`src/hw/rtl/wav_hp_pkg.sv`:
```
// Shared types and constants for the RIFF/WAVE header parser.
`default_nettype none
package wav_hp_pkg;

  localparam logic [31:0] TAG_RIFF = 32'h5249_4646;
  localparam logic [31:0] TAG_WAVE = 32'h5741_5645;
  localparam logic [31:0] TAG_FMT  = 32'h666D_7420;
  localparam logic [31:0] TAG_DATA = 32'h6461_7461;
  localparam logic [31:0] FMT_MIN  = 32'd16;
  localparam logic [15:0] FMT_PCM  = 16'd1;

  localparam int IN_DATA_W  = 8;
  localparam int OUT_DATA_W = 104;

  typedef enum logic [1:0] {
    ST_OK         = 2'd0,
    ST_EARLY_END  = 2'd1,
    ST_BAD_FORMAT = 2'd2,
    ST_NOT_PCM    = 2'd3
  } status_t;

  typedef struct packed {
    logic [31:0] data_len;
    logic [15:0] sample_bits;
    logic [31:0] rate_hz;
    logic [15:0] chan_count;
    status_t     status;
  } result_t;

endpackage
`default_nettype wire

```
`src/hw/rtl/wav_hp_parse.sv`:
```
// Header walk: per-byte state update and result decision.
`default_nettype none
module wav_hp_parse (
  input  wire logic              clk,
  input  wire logic              rst,
  input  wire logic              accept,
  input  wire logic [7:0]        stream_byte,
  input  wire logic              last_byte,
  output wav_hp_pkg::result_t    res,
  output logic                   res_valid
);
  import wav_hp_pkg::*;

  typedef enum logic [3:0] {
    PH_RIFF, PH_RSIZE, PH_WAVE, PH_FID, PH_FSZ_HIT, PH_FSZ_MISS, PH_FSKIP,
    PH_FBODY, PH_FREST, PH_DID, PH_DSZ_HIT, PH_DSZ_MISS, PH_DSKIP, PH_DONE
  } phase_t;

  phase_t      phase, phase_next;
  logic [3:0]  byte_count, byte_count_next;
  logic [23:0] tag_shift, tag_shift_next;
  logic [31:0] chunk_length, chunk_length_next;
  logic [15:0] format_code, format_code_next;
  logic [15:0] channels_held, channels_held_next;
  logic [31:0] rate_held, rate_held_next;
  logic [15:0] width_held, width_held_next;

  logic [31:0] tag_word;
  logic [31:0] size_word;
  logic [31:0] len_dec;
  logic [31:0] len_rest;
  logic [3:0]  bc_inc;
  logic        fin;
  status_t     st;
  logic        full;

  assign tag_word  = {tag_shift, stream_byte};
  assign size_word = {stream_byte, chunk_length[31:8]};
  assign len_dec   = chunk_length - 32'd1;
  assign len_rest  = chunk_length - FMT_MIN;
  assign bc_inc    = byte_count + 4'd1;

  always_comb begin
    phase_next         = phase;
    byte_count_next    = byte_count;
    tag_shift_next     = tag_shift;
    chunk_length_next  = chunk_length;
    format_code_next   = format_code;
    channels_held_next = channels_held;
    rate_held_next     = rate_held;
    width_held_next    = width_held;
    fin                = 1'b0;
    st                 = ST_OK;
    full               = 1'b0;

    case (phase)
      PH_RIFF, PH_WAVE: begin
        tag_shift_next  = tag_word[23:0];
        byte_count_next = bc_inc;
        if (byte_count == 4'd3) begin
          if (tag_word != ((phase == PH_RIFF) ? TAG_RIFF : TAG_WAVE)) begin
            fin = 1'b1;
            st  = ST_BAD_FORMAT;
          end else begin
            phase_next      = (phase == PH_RIFF) ? PH_RSIZE : PH_FID;
            byte_count_next = '0;
            tag_shift_next  = '0;
          end
        end
      end
      PH_RSIZE: begin
        byte_count_next = bc_inc;
        if (byte_count == 4'd3) begin
          phase_next      = PH_WAVE;
          byte_count_next = '0;
          tag_shift_next  = '0;
        end
      end
      PH_FID, PH_DID: begin
        tag_shift_next  = tag_word[23:0];
        byte_count_next = bc_inc;
        if (byte_count == 4'd3) begin
          if (phase == PH_FID) begin
            phase_next = (tag_word == TAG_FMT) ? PH_FSZ_HIT : PH_FSZ_MISS;
          end else begin
            phase_next = (tag_word == TAG_DATA) ? PH_DSZ_HIT : PH_DSZ_MISS;
          end
          byte_count_next   = '0;
          chunk_length_next = '0;
        end
      end
      PH_FSZ_HIT, PH_FSZ_MISS, PH_DSZ_HIT, PH_DSZ_MISS: begin
        // size arrives little-endian: shift each byte in from the top
        chunk_length_next = size_word;
        byte_count_next   = bc_inc;
        if (byte_count == 4'd3) begin
          byte_count_next = '0;
          tag_shift_next  = '0;
          case (phase)
            PH_FSZ_HIT: begin
              if (size_word < FMT_MIN) begin
                fin = 1'b1;
                st  = ST_BAD_FORMAT;
              end else begin
                phase_next         = PH_FBODY;
                format_code_next   = '0;
                channels_held_next = '0;
                rate_held_next     = '0;
                width_held_next    = '0;
              end
            end
            PH_DSZ_HIT: begin
              fin  = 1'b1;
              full = 1'b1;
            end
            PH_FSZ_MISS: phase_next = (size_word != '0) ? PH_FSKIP : PH_FID;
            default:     phase_next = (size_word != '0) ? PH_DSKIP : PH_DID;
          endcase
        end
      end
      PH_FSKIP, PH_FREST, PH_DSKIP: begin
        chunk_length_next = len_dec;
        if (len_dec == '0) begin
          phase_next      = (phase == PH_FSKIP) ? PH_FID : PH_DID;
          byte_count_next = '0;
          tag_shift_next  = '0;
        end
      end
      PH_FBODY: begin
        case (byte_count)
          4'd0:    format_code_next[7:0]    = stream_byte;
          4'd1:    format_code_next[15:8]   = stream_byte;
          4'd2:    channels_held_next[7:0]  = stream_byte;
          4'd3:    channels_held_next[15:8] = stream_byte;
          4'd4:    rate_held_next[7:0]      = stream_byte;
          4'd5:    rate_held_next[15:8]     = stream_byte;
          4'd6:    rate_held_next[23:16]    = stream_byte;
          4'd7:    rate_held_next[31:24]    = stream_byte;
          4'd14:   width_held_next[7:0]     = stream_byte;
          4'd15:   width_held_next[15:8]    = stream_byte;
          default: ;
        endcase
        byte_count_next = bc_inc;
        if (byte_count == 4'd15) begin
          byte_count_next = '0;
          tag_shift_next  = '0;
          if (format_code != FMT_PCM) begin
            fin = 1'b1;
            st  = ST_NOT_PCM;
          end else begin
            chunk_length_next = len_rest;
            phase_next        = (len_rest != '0) ? PH_FREST : PH_DID;
          end
        end
      end
      default: ;
    endcase

    // a last byte that did not finish the header ends the stream early
    if (phase != PH_DONE && !fin && last_byte) begin
      fin = 1'b1;
      st  = ST_EARLY_END;
    end
    if (fin) begin
      phase_next = PH_DONE;
    end
  end

  assign res_valid = accept && fin;

  always_comb begin
    res.status      = st;
    res.chan_count  = full ? channels_held : '0;
    res.rate_hz     = full ? rate_held : '0;
    res.sample_bits = full ? width_held : '0;
    res.data_len    = full ? size_word : '0;
  end

  always_ff @(posedge clk) begin
    if (rst || (accept && last_byte)) begin
      phase         <= PH_RIFF;
      byte_count    <= '0;
      tag_shift     <= '0;
      chunk_length  <= '0;
      format_code   <= '0;
      channels_held <= '0;
      rate_held     <= '0;
      width_held    <= '0;
    end else if (accept) begin
      phase         <= phase_next;
      byte_count    <= byte_count_next;
      tag_shift     <= tag_shift_next;
      chunk_length  <= chunk_length_next;
      format_code   <= format_code_next;
      channels_held <= channels_held_next;
      rate_held     <= rate_held_next;
      width_held    <= width_held_next;
    end
  end

endmodule
`default_nettype wire

```
`src/hw/rtl/wav_hp_outbuf.sv`:
```
// Two-entry result register: output stage plus skid entry.
`default_nettype none
module wav_hp_outbuf (
  input  wire logic                clk,
  input  wire logic                rst,
  input  wire logic                push,
  input  wire wav_hp_pkg::result_t push_data,
  output logic                     space,
  output logic                     out_valid,
  output wav_hp_pkg::result_t      out_data,
  input  wire logic                out_ready
);
  import wav_hp_pkg::*;

  logic    skid_valid;
  result_t skid_data;
  logic    pop;

  assign pop   = out_valid && out_ready;
  assign space = !skid_valid;

  always_ff @(posedge clk) begin
    if (rst) begin
      out_valid  <= 1'b0;
      skid_valid <= 1'b0;
    end else if (!out_valid || pop) begin
      if (skid_valid) begin
        // advance the skid item, refill skid with any new item
        out_valid  <= 1'b1;
        out_data   <= skid_data;
        skid_valid <= push;
        skid_data  <= push_data;
      end else begin
        out_valid <= push;
        out_data  <= push_data;
      end
    end else if (push) begin
      skid_valid <= 1'b1;
      skid_data  <= push_data;
    end
  end

endmodule
`default_nettype wire

```
`src/hw/rtl/wav_header_parser.sv`:
```
// Top level of the RIFF/WAVE PCM header parser.
// Takes one file byte per cycle (tlast on the final byte of the file) and gives
// at most one result per file: status plus channels, sample rate, bits per
// sample and data chunk size, all zero unless the status is ok. The result is
// registered when the byte that decides it is accepted. The parser state updates
// in the same cycle a byte is accepted, so the sustained rate is one byte per
// clock; a two-entry result register holds finished results, and s_tready
// drops only while two results wait on m_tready. After the last byte the
// parser returns to its reset state and the next byte starts a new file.
`default_nettype none
module wav_header_parser (
  input  wire logic                                clk,
  input  wire logic                                rst,
  input  wire logic                                s_tvalid,
  output logic                                     s_tready,
  input  wire logic [wav_hp_pkg::IN_DATA_W-1:0]    s_tdata,   // [7:0] stream_byte
  input  wire logic                                s_tlast,   // last_byte
  output logic                                     m_tvalid,
  input  wire logic                                m_tready,
  output logic [wav_hp_pkg::OUT_DATA_W-1:0]        m_tdata    // [1:0] status,
                                                              // [17:2] chan_count,
                                                              // [49:18] rate_hz,
                                                              // [65:50] sample_bits,
                                                              // [97:66] data_len,
                                                              // [103:98] zero
);
  import wav_hp_pkg::*;

  logic    accept;
  logic    res_valid;
  logic    space;
  result_t res;
  result_t out_data;

  assign s_tready = space;
  assign accept   = s_tvalid && space;

  wav_hp_parse u_parse (
    .clk         (clk),
    .rst         (rst),
    .accept      (accept),
    .stream_byte (s_tdata),
    .last_byte   (s_tlast),
    .res         (res),
    .res_valid   (res_valid)
  );

  wav_hp_outbuf u_outbuf (
    .clk       (clk),
    .rst       (rst),
    .push      (res_valid),
    .push_data (res),
    .space     (space),
    .out_valid (m_tvalid),
    .out_data  (out_data),
    .out_ready (m_tready)
  );

  assign m_tdata = {6'b0, out_data};

endmodule
`default_nettype wire

```
`config.mk`:
```
export PLATFORM = sky130hd
export DESIGN_NAME = wav_header_parser
export DESIGN_NICKNAME = d
export VERILOG_FILES = /design/src/hw/rtl/wav_hp_pkg.sv /design/src/hw/rtl/wav_hp_parse.sv /design/src/hw/rtl/wav_hp_outbuf.sv /design/src/hw/rtl/wav_header_parser.sv
export SDC_FILE = /design/constraint.sdc
export NUM_CORES = 1
export LEC_CHECK = 0
export BUFFER_PORTS_ARGS = -buffer_cell sky130_fd_sc_hd__buf_2
export CORE_AREA = 2 2 257 259
export DETAILED_ROUTE_END_ITERATION = 6
export DIE_AREA = 0 0 259 261
export PLACE_DENSITY_LB_ADDON = 0.12
export SLEW_MARGIN = 10
export SYNTH_ARGS = -nofsm -noshare
export SYNTH_HDL_FRONTEND = slang
export SYNTH_SLANG_ARGS = --single-unit
```
`constraint.sdc`:
```
create_clock -name clk -period 8.6 [get_ports clk]
set_input_delay 0.43 -clock clk [delete_from_list [all_inputs] [get_ports clk]]
set_output_delay 0.43 -clock clk [all_outputs]
set_load 0.1 [all_outputs]
```
# --- Word-level counts from Yosys, hierarchy flattened ---
# Cells that the tools add are included.
op_classes:
  addsub: 3
  n_lt_le_gt_ge: 1
  eq_ne: 54
  n_mux: 90
  n_bitwise: 1
  n_reduce_logical: 44
ops:
  columns: ["operator", "count"]
  rows:
  - ["98-bit 2-to-1 mux", 4]
  - ["32-bit 2-to-1 mux", 8]
  - ["32-bit one-hot mux with 4 select lines", 1]
  - ["24-bit 2-to-1 mux", 5]
  - ["24-bit one-hot mux with 5 select lines", 1]
  - ["16-bit one-hot mux with 2 select lines", 3]
  - ["16-bit 2-to-1 mux", 5]
  - ["8-bit 2-to-1 mux", 10]
  - ["4-bit 2-to-1 mux", 17]
  - ["32-bit by 31-bit equality test with 1-bit output, second input constant", 2]
  - ["32-bit one-hot mux with 2 select lines", 1]
  - ["32-bit nonzero test", 2]
  - ["6-bit AND reduction", 10]
  - ["4-bit by 3-bit equality test with 1-bit output, second input constant", 8]
  - ["32-bit logical NOT", 1]
  - ["32-bit by 5-bit < comparator with 1-bit output, second input constant", 1]
  - ["32-bit inequality test", 1]
  - ["32-bit by 1-bit subtractor with 32-bit output, second input constant", 1]
  - ["32-bit by 5-bit subtractor with 32-bit output, second input constant", 1]
  - ["4-bit equality test, second input constant", 7]
  - ["27-bit 2-to-1 mux", 1]
  - ["4-bit one-hot mux with 6 select lines", 1]
  - ["2-bit inequality test, second input constant", 10]
  - ["2-bit 2-to-1 mux", 9]
  - ["34 further kinds", 83]
totals:
  regBits: 342
  input_bits: 13
  output_inout_bits: 106

# --- Depth between registers and ports, before layout ---
# Gate-level depths: netlist (run 1).
logic_depth:
  word_depth: 13
  mapped_depth: 15
  depth_no_buf: 10

# --- Hierarchy ---
# A second synthesis (run 1) with hierarchy kept.
unflattened:
  hier_cells: 1501
  area_unflattened_um2: 16148.0
by_module_without_submodules:
  columns: ["mod", "n_inst", "cells_each", "area_each_um2", "seq_area_each_um2"]
  rows:
  - ["wav_hp_parse", 1, 1176, 8904.8, 2882.8]
  - ["wav_hp_outbuf", 1, 317, 7188.1, 5925.7]
  - ["wav_header_parser", 1, 8, 55.1, 0.0]

# --- Least setup slack after synthesis (run 1) ---
# Ideal clock, no wire load.
synth_timing:
  kind: "register -> register"
  from: "reg u_parse.chunk_length[13]"
  to: "reg u_outbuf.skid_data[0] (netlist bit), enable pin"
  arrival_ps: 6041
  setup_slack_ps: 2004
  stages_incl_launch_ff: 10
  period_less_slack_ps: 6596
  path_cell_list: "dfxtp_1 clkbuf_1 nor4_2 nand4_1 nor2_1 a21boi_0 a211oi_1 o21a_1 a21oi_1 nor2_1"
synth_via:
  elab_chain_len: 12
synth_lines:
  columns: ["element", "line", "source"]
  rows:
  - ["from (decl)", "wav_hp_parse.sv:22", "logic [31:0] chunk_length, chunk_length_next;"]
  - ["from (signal assigned)", "wav_hp_parse.sv:193", "chunk_length <= chunk_length_next;"]
  - ["32-bit by 5-bit < comparator with 1-bit output (*)", "wav_hp_parse.sv:101", "if (size_word < FMT_MIN) begin"]
  - ["1-bit 2-to-1 mux (*)", "wav_hp_parse.sv:101", null]
  - ["1-bit one-hot mux with 2 select lines (*)", "wav_hp_parse.sv:99", "case (phase)"]
  - ["1-bit 2-to-1 mux (*)", "wav_hp_parse.sv:96", "if (byte_count == 4'd3) begin"]
  - ["1-bit one-hot mux with 3 select lines (*)", "wav_hp_parse.sv:56", "case (phase)"]
  - ["1-bit logical NOT", "wav_hp_parse.sv:160", "if (phase != PH_DONE && !fin && last_byte) begin"]
  - ["1-bit logical AND (2 in a row)", "wav_hp_parse.sv:160", null]
  - ["1-bit 2-to-1 mux (*)", "wav_hp_parse.sv:160", null]
  - ["1-bit logical AND (*)", "wav_hp_parse.sv:169", "assign res_valid = accept && fin;"]
  - ["2-bit nonzero test (no line) (*)", null, null]
  - ["3-bit AND reduction (no line) (*)", null, null]
  - ["to (signal assigned)", "wav_hp_outbuf.sv:32", "skid_data <= push_data;"]
  - ["to (signal assigned)", "wav_hp_outbuf.sv:39", "skid_data <= push_data;"]
  - ["to (decl)", "wav_hp_outbuf.sv:16", "result_t skid_data;"]
# Every way passes the cells marked *; elsewhere a longest branch is shown, timed or not.
# A chain may end at the register's enable or synchronous reset.

# --- Worst setup path in the final report (run 1) ---
layout_timing:
  from: "reg u_parse.phase[0]"
  to: "reg u_outbuf.skid_data[69] (netlist bit), enable pin"
layout_via:
  elab_chain_len: 13
  elab_cells_between_ends: 24
layout_lines:
  columns: ["element", "line", "source"]
  rows:
  - ["from (decl)", "wav_hp_parse.sv:19", "phase_t phase, phase_next;"]
  - ["from (signal assigned)", "wav_hp_parse.sv:190", "phase <= phase_next;"]
  - ["4-bit logical NOT", "wav_hp_parse.sv:56, wav_hp_parse.sv:61", null]
  - ["27-bit 2-to-1 mux", "wav_hp_parse.sv:61", "if (tag_word != ((phase == PH_RIFF) ? TAG_RIFF : TAG_WAVE)) begin"]
  - ["32-bit inequality test", "wav_hp_parse.sv:61", null]
  - ["1-bit 2-to-1 mux", "wav_hp_parse.sv:61", null]
  - ["1-bit 2-to-1 mux", "wav_hp_parse.sv:60", "if (byte_count == 4'd3) begin"]
  - ["1-bit one-hot mux with 3 select lines", "wav_hp_parse.sv:56", null]
  - ["1-bit logical NOT", "wav_hp_parse.sv:160", null]
  - ["1-bit logical AND (2 in a row)", "wav_hp_parse.sv:160", null]
  - ["1-bit 2-to-1 mux (*)", "wav_hp_parse.sv:160", null]
  - ["1-bit logical AND (*)", "wav_hp_parse.sv:169", null]
  - ["2-bit nonzero test (no line) (*)", null, null]
  - ["3-bit AND reduction (no line) (*)", null, null]
# Marked as above.

==> results.toml, run 1 <==
[critical_path]
crit_path_max_fanout = 46
reg2reg_setup_slack_ns = 4.02
timing.rr.start = "u_parse.phase[0]"
r2r-end = "u_outbuf.skid_data[69]"
cp-start-kind = "flip-flop"
path_cells = "nor4_1, and3_1, o211ai_1, nand3_1, a211oi_1, o21a_1, a21oi_1, nor2_4, buf_4, buf_4"
endpoint_kind = "flip-flop"
crit_top_cell = "buf_4"
slowest_stage = "dfxtp_1"
cp.arrival_ns = 4.79
crit_type = "reg -> reg"
worst_r2r_path_depth = 10
required_ns = 8.81
max_stage_delay_ns = 1.00

[route]
firstDrtPassIters = 5
detail-route-antenna-nets = 0
vias = 11300
routedWlPerCell_um = 20.5
drt_iter0_markers = 608
routed_wl_um = 49600
vias_per_cell = 4.67
drc = 0

[cells_and_area]
post-route-util_pct = 28.9
drive_gt1_share_pct = 20.7
finalInstanceArea_mm2 = 0.0188
diodes = 0
nets = 1543
area_delta_synth_final_pct = 17.1

[yosys]
synth_compound_gate_area_share_pct = 7.75
async_reset_ff_share_pct = 0
syn_avg_cell_area_um2 = 11.0
synth_warnings = 0
synth-seq-area-share_pct = 54.9
muxShareOfSynthArea_pct = 13.2
yosys.area_share.adder_pct = 0.624
ys_ff_latch = 342
yosys_most_used_dff = "edfxtp_1"
synth_xor_area_share_pct = 1.69
synth-simple-area-share_pct = 18.3
synthCells = 1464
synth_area_mm2 = 0.0161
synth_cell_types = 77
synth-edff-count = 196
synth_top_family_by_area = "simple AND/OR/NAND/NOR gates"

[timing]
drv_slew = 0
relSlewSlack_pct = 23.2
finalSetupViolCount = 0
worst_pin_slew_ns = 1.15
setup_tns_ns = 0
hold_violations = 0
fin_crit_sh_pct = 53.2
max_freq_ghz = 0.219
setup_slack_ns = 4.02
rsz0062_at_grt = "false"
fin_skew_ns = 0.0199
period_minus_slack_ns = 4.58

[die]
dieWidth_um = 259
rows = 94
die_h_um = 261
fp.dieArea_mm2 = 0.0676
num_io_pins = 119
start_util_pct = 24.7
core-area_mm2 = 0.0650

[grt]
grt_pass1_vias = 11200
grt_overflow = 0
grtUsageTotal_pct = 14.5
grt_max_degree = 77
grt_pass1_wl_um = 74400
antenna_found_initial = 2

[flow_run]
drv_cap = 0

[clocking]
cts.repair.resized = 0
cts.sinks = 342
postCtsSetupBuffers = 0
cts_tree = "built"
cts_buffers = 43
clockBufferDepth = 3
cts_max_level = 2
clk_latency_ns = 0.59
cts_hold_buf = 0
clockRootBuffer = "clkbuf_16"
clk_pin_slew_ns = 0.06

[worst_hold_path]
hold_end = "u_parse.tag_shift[6]"
hp-class = "in -> reg"
whs_path_depth = 3
min_from = "s_tdata[6]"

[pwr]
p_per_area_mw_per_mm2 = 227
max-vdd-ir-drop_mv = 0.137
leakage_nw = 7.02

[placed_design]
io_buffers = 112
gp_congestion = 0.855
dp_slack_ns = 3.96
dpl_cell_area_mm2 = 0.0174
hpwl_um = 32600

[run_status]
status = "completed"
==> cells in the final DEF, fill, tap and decap left out, types with 4 or more instances in the layout <==
cell type and count:
edfxtp_1 196, nor2_1 161, dfxtp_1 146, buf_2 112
and2_1 108, nand2_1 107, mux2i_1 100, mux2_2 99
a21oi_1 61, clkbuf_16 44, nor4_1 30, o21ai_0 30
nand3_1 29, nor3_1 26, buf_4 18, xor2_1 17
clkbuf_1 16, a211oi_1 15, inv_1 14, xnor2_1 14
nand4_1 12, a31oi_1 12, a311oi_1 12, nor2b_1 9
ha_1 8, nand2b_1 7, nand3b_1 6, nor4b_1 6
nor4_2 6, a22oi_1 6, conb_1 6, clkbuf_8 6
and3_1 5, o211ai_1 5, nor3b_1 5, a221oi_1 5
a222oi_1 5, o31ai_1 4, or3_1 4
==> worst max path at each step <==
stage	from	to	slack, ns	depth (start not counted)
floorplan	u_parse.chunk_length[13]	u_outbuf.skid_data[0]	2.00	9
CTS	u_parse.chunk_length[14]	u_outbuf.skid_data[4]	3.93	10
finish	u_parse.phase[0]	u_outbuf.skid_data[69]	4.02	10
global placement	u_parse.chunk_length[14]	u_outbuf.skid_data[74]	4.05	10
detailed placement	u_parse.chunk_length[14]	u_outbuf.skid_data[72]	3.96	10
global route	u_parse.phase[0]	u_outbuf.skid_data[84]	3.59	10
==> where the power goes <==
part	switching [mW]	total, mW	internal, mW
Combinational	0.491	0.664	0.174
Clock	0.742	1.81	1.07
Sequential	0.0404	1.80	1.76
==> routing by layer <==
layer  vias up  global-route usage (%)  routed length [um]
met1      5539                    20.1               23900
met2       256                    22.4               21800
met4         4                    5.27                1570
met3        88                    2.89                2340
li1       5425                       -                   -
met5         -                       0                  25
==> metrics by stage <==
| step | hold WS, ns | power, mW | cells |
|---|---|---|---|
| floorplan | 0.430 | 2.34 | 1469 |
| global placement | 0.439 | 2.50 | 2341 |
| detailed placement | 0.445 | 2.50 | 2341 |
| CTS | 0.142 | 4.35 | 2421 |
| global route | 0.186 | 4.45 | 2421 |
| finish | 0.175 | 4.27 | 2421 |
==> critical path, delay by kind of cell, from the launching register on <==
family | cells | cell delay [ns]
buffers and inverters | 2 | 1.19
AO/OA/AOI/OAI | 4 | 1.05
flip-flops | 1 | 1.00
AND/OR/NAND/NOR | 4 | 0.86
==> area by class of cell <==
class,instances,area (um2)
well taps,864,1080
clock inverters,14,166
inverters,15,58.8
flip-flops and latches,342,8810
multi-input cells,990,6750
repair buffers,130,696
fillers,6741,46200
clock buffers,66,1240
==> synth_stat cells (4+ instances only) <==
cell type | instances | area (um2)
a21oi_1 | 63 | 315
nand2_1 | 107 | 402
nor2b_1 | 9 | 56.3
clkbuf_1 | 95 | 357
dfxtp_1 | 146 | 2920
o21ai_0 | 31 | 155
nand3_1 | 29 | 145
a21o_1 | 4 | 30.0
nand2b_1 | 7 | 43.8
buf_4 | 7 | 52.6
a31oi_1 | 12 | 75.1
a221oi_1 | 5 | 43.8
buf_1 | 5 | 18.8
a22oi_1 | 6 | 45.0
ha_1 | 8 | 100
and2_1 | 108 | 676
nor4b_1 | 6 | 52.6
nor4_1 | 30 | 188
and3_1 | 5 | 31.3
o211ai_1 | 5 | 37.5
nor3b_1 | 5 | 37.5
a311oi_1 | 12 | 105
o31ai_1 | 4 | 30.0
edfxtp_1 | 196 | 5890
nand4_1 | 12 | 75.1
nor2_1 | 163 | 612
xor2_1 | 17 | 149
nor3_1 | 27 | 135
inv_1 | 14 | 52.6
nor4_2 | 6 | 75.1
or3_1 | 4 | 25.0
xnor2_1 | 14 | 123
a211oi_1 | 15 | 113
mux2_2 | 99 | 1110
mux2i_1 | 100 | 1000
a222oi_1 | 5 | 50.1
nand3b_1 | 6 | 45.0
buf_2 | 12 | 60.1
==> sequential cells by signal, indices dropped and copies added (netlist names) <==
| signal | flops |
|---|---|
| u_parse.format_code | 16 |
| u_outbuf.out_valid | 1 |
| u_parse.phase | 4 |
| u_outbuf.skid_valid | 1 |
| u_outbuf.skid_data | 98 |
| u_outbuf.out_data | 98 |
| u_parse.channels_held | 16 |
| u_parse.tag_shift | 24 |
| u_parse.rate_held | 32 |
| u_parse.width_held | 16 |
| u_parse.byte_count | 4 |
| u_parse.chunk_length | 32 |
==> logic make-up after synthesis <==
group | Yosys count
xor gates and xnor gates | 31
adders and majority gates | 8
buffers and inverters | 137
AOI/OAI and AO/OA | 190
muxes | 199
DFF | 342
and+or+nand+nor | 556
other | 1
Note: power is estimated with default switching activity, not from simulation.
==> run 2, diff against run 1 <==
==> constraint.sdc (replaced) <==
create_clock -name clk -period 3.8 [get_ports clk]
set_input_delay 0.19 -clock clk [delete_from_list [all_inputs] [get_ports clk]]
set_output_delay 0.19 -clock clk [all_outputs]
set_load 0.1 [all_outputs]
==> results.toml, run 2 (synthesis results as in run 1) <==
[die]
fp.dieArea_mm2 = 0.0676
num_io_pins = 119
dieWidth_um = 259
core-area_mm2 = 0.0650
start_util_pct = 24.7
die_h_um = 261
rows = 94

[timing]
drv_slew = 0
rsz0062_at_grt = "false"
setup_tns_ns = 0
fin_skew_ns = 0.0235
relSlewSlack_pct = 26.4
fin_crit_sh_pct = 92.8
setup_slack_ns = 0.272
finalSetupViolCount = 0
hold_violations = 0
period_minus_slack_ns = 3.53
worst_pin_slew_ns = 1.10
max_freq_ghz = 0.283

[clocking]
cts_hold_buf = 8
cts.repair.resized = 0
cts.sinks = 342
postCtsSetupBuffers = 0
cts_buffers = 42
cts_max_level = 2
clk_latency_ns = 0.58
clk_pin_slew_ns = 0.06
cts_tree = "built"
clockRootBuffer = "clkbuf_16"
clockBufferDepth = 3

[pwr]
p_per_area_mw_per_mm2 = 508
p_comb_share_pct = 16.2
p_seq_share_pct = 41.1
p_int_mw = 6.97
clock_power_share_pct = 42.7
p_sw_mw = 2.88
max-vdd-ir-drop_mv = 0.274
swShare_pct = 29.2
leakage_nw = 7.38

[critical_path]
max_stage_delay_ns = 0.60
timing.rr.start = "u_parse.chunk_length[4]"
endpoint_kind = "flip-flop"
slowest_stage = "or3b_2"
required_ns = 4.25
worst_r2r_path_depth = 11
crit_type = "reg -> reg"
crit_path_max_fanout = 12
cp.arrival_ns = 3.98
cp-start-kind = "flip-flop"
reg2reg_setup_slack_ns = 0.27
r2r-end = "u_parse.phase[0]"
path_cells = "inv_1, ha_1, or3b_2, nor4_2, xnor2_1, nand3_1, a2111oi_2, a41oi_1, buf_4, or4b_1, o311a_1"

[grt]
antenna_found_initial = 2
grt_max_degree = 98
grtUsageTotal_pct = 14.3
grt_pass1_wl_um = 74100
grt_pass1_vias = 11600
grt_overflow = 0

[worst_hold_path]
whs_path_depth = 3
hold_end = "u_parse.tag_shift[0]"
hp-class = "in -> reg"
min_from = "s_tdata[0]"

[route]
vias = 11500
firstDrtPassIters = 5
drt_iter0_markers = 715
routed_wl_um = 48900
routedWlPerCell_um = 19.7
vias_per_cell = 4.64
drc = 0
detail-route-antenna-nets = 0

[cells_and_area]
top_regs = "u_outbuf.out_data x98, u_outbuf.skid_data x98"
diodes = 0
mostFrequentLayoutCells = "edfxtp_1 (196), nor2_1 (161), dfxtp_1 (146)"
drive_gt1_share_pct = 23.4
nets = 1601
final_common_cell = "edfxtp_1"
area_delta_synth_final_pct = 20.7

[placed_design]
dp_slack_ns = 0.292
io_buffers = 112
hpwl_um = 32800
gp_congestion = 0.903

[run_status]
status = "completed"

[flow_run]
drv_cap = 0
==> run 2: cell count changes in the layout (fill, tap and decap cells not counted), moves of 2 or more <==
| cell | delta |
|---|---|
| buf_4 | +45 |
| clkbuf_1 | -10 |
| dlygate4sd3_1 | +8 |
| buf_12 | +6 |
| clkinv_2 | +5 |
| bufinv_16 | +2 |
| clkinv_1 | +2 |
| clkinvlp_4 | -2 |
==> run 2: critical path: cells and delay by family, from the launching register on <==
family                   cells  cell delay (ns)
adder cells (fa/ha/maj)      1             0.31
buffers and inverters        2             0.32
AND/OR/NAND/NOR              4             1.44
AO/OA/AOI/OAI                3             0.75
flip-flops                   1             0.41
XOR/XNOR                     1             0.16
==> run 2: power by group through the flow <==
stage	combinational, mW	clock [mW]	sequential [mW]
2_1_floorplan	0.839	0	4.45
3_3_place_gp	1.60	0	4.13
3_5_place_dp	1.60	0	4.13
4_1_cts	1.61	4.37	4.05
5_1_grt	1.71	4.49	4.06
6_report	1.60	4.21	4.05
==> run 2: layout make-up <==
class,instances,area (um2)
Sequential cell,342,8810
Clock buffer,56,1210
Timing Repair Buffer,189,1230
Fill cell,6788,45700
Clock inverter,22,258
Multi-Input combinational cell,990,6740
Inverter,15,58.8
Tap cell,864,1080
==> run 2: per-layer routing <==
| layer | vias up | GRT usage (%) | wire [um] |
|---|---|---|---|
| met5 | - | 0 | 0 |
| met4 | 0 | 4.06 | 1150 |
| met3 | 67 | 2.73 | 2530 |
| met2 | 301 | 22.7 | 22200 |
| met1 | 5604 | 19.8 | 23100 |
| li1 | 5520 | - | - |
==> run 2: through the flow <==
| step | std cells | hold WS (ns) | cell area [um2] | utilization [%] | total power [mW] |
|---|---|---|---|---|---|
| after floorplan | 1469 | 0.259 | 16100 | - | 5.29 |
| after global placement | 2392 | 0.440 | 17800 | 27.4 | 5.73 |
| after detailed placement | 2392 | 0.442 | 17800 | 27.4 | 5.72 |
| after CTS | 2478 | 0.0147 | 19400 | 29.8 | 10.0 |
| after global routing | 2478 | 0.0656 | 19400 | 29.8 | 10.3 |
| final | 2478 | 0.0530 | 19400 | 29.8 | 9.85 |
==> run 2: how the worst max path moves through the flow <==
| stage | startpoint | end | slack, ns | cells after the start |
|---|---|---|---|---|
| CTS | u_parse.chunk_length[4] | u_parse.phase[0] | 0.29 | 11 |
| global placement | u_parse.chunk_length[4] | u_parse.phase[0] | 0.32 | 11 |
| global route | u_parse.phase[2] | u_parse.format_code[11] | 0.1 | 7 |
| detailed placement | u_parse.chunk_length[4] | u_parse.phase[0] | 0.29 | 11 |
| finish | u_parse.chunk_length[4] | u_parse.phase[0] | 0.27 | 11 |
| floorplan | u_parse.chunk_length[12] | u_outbuf.skid_data[0] | 0.007 | 9 |
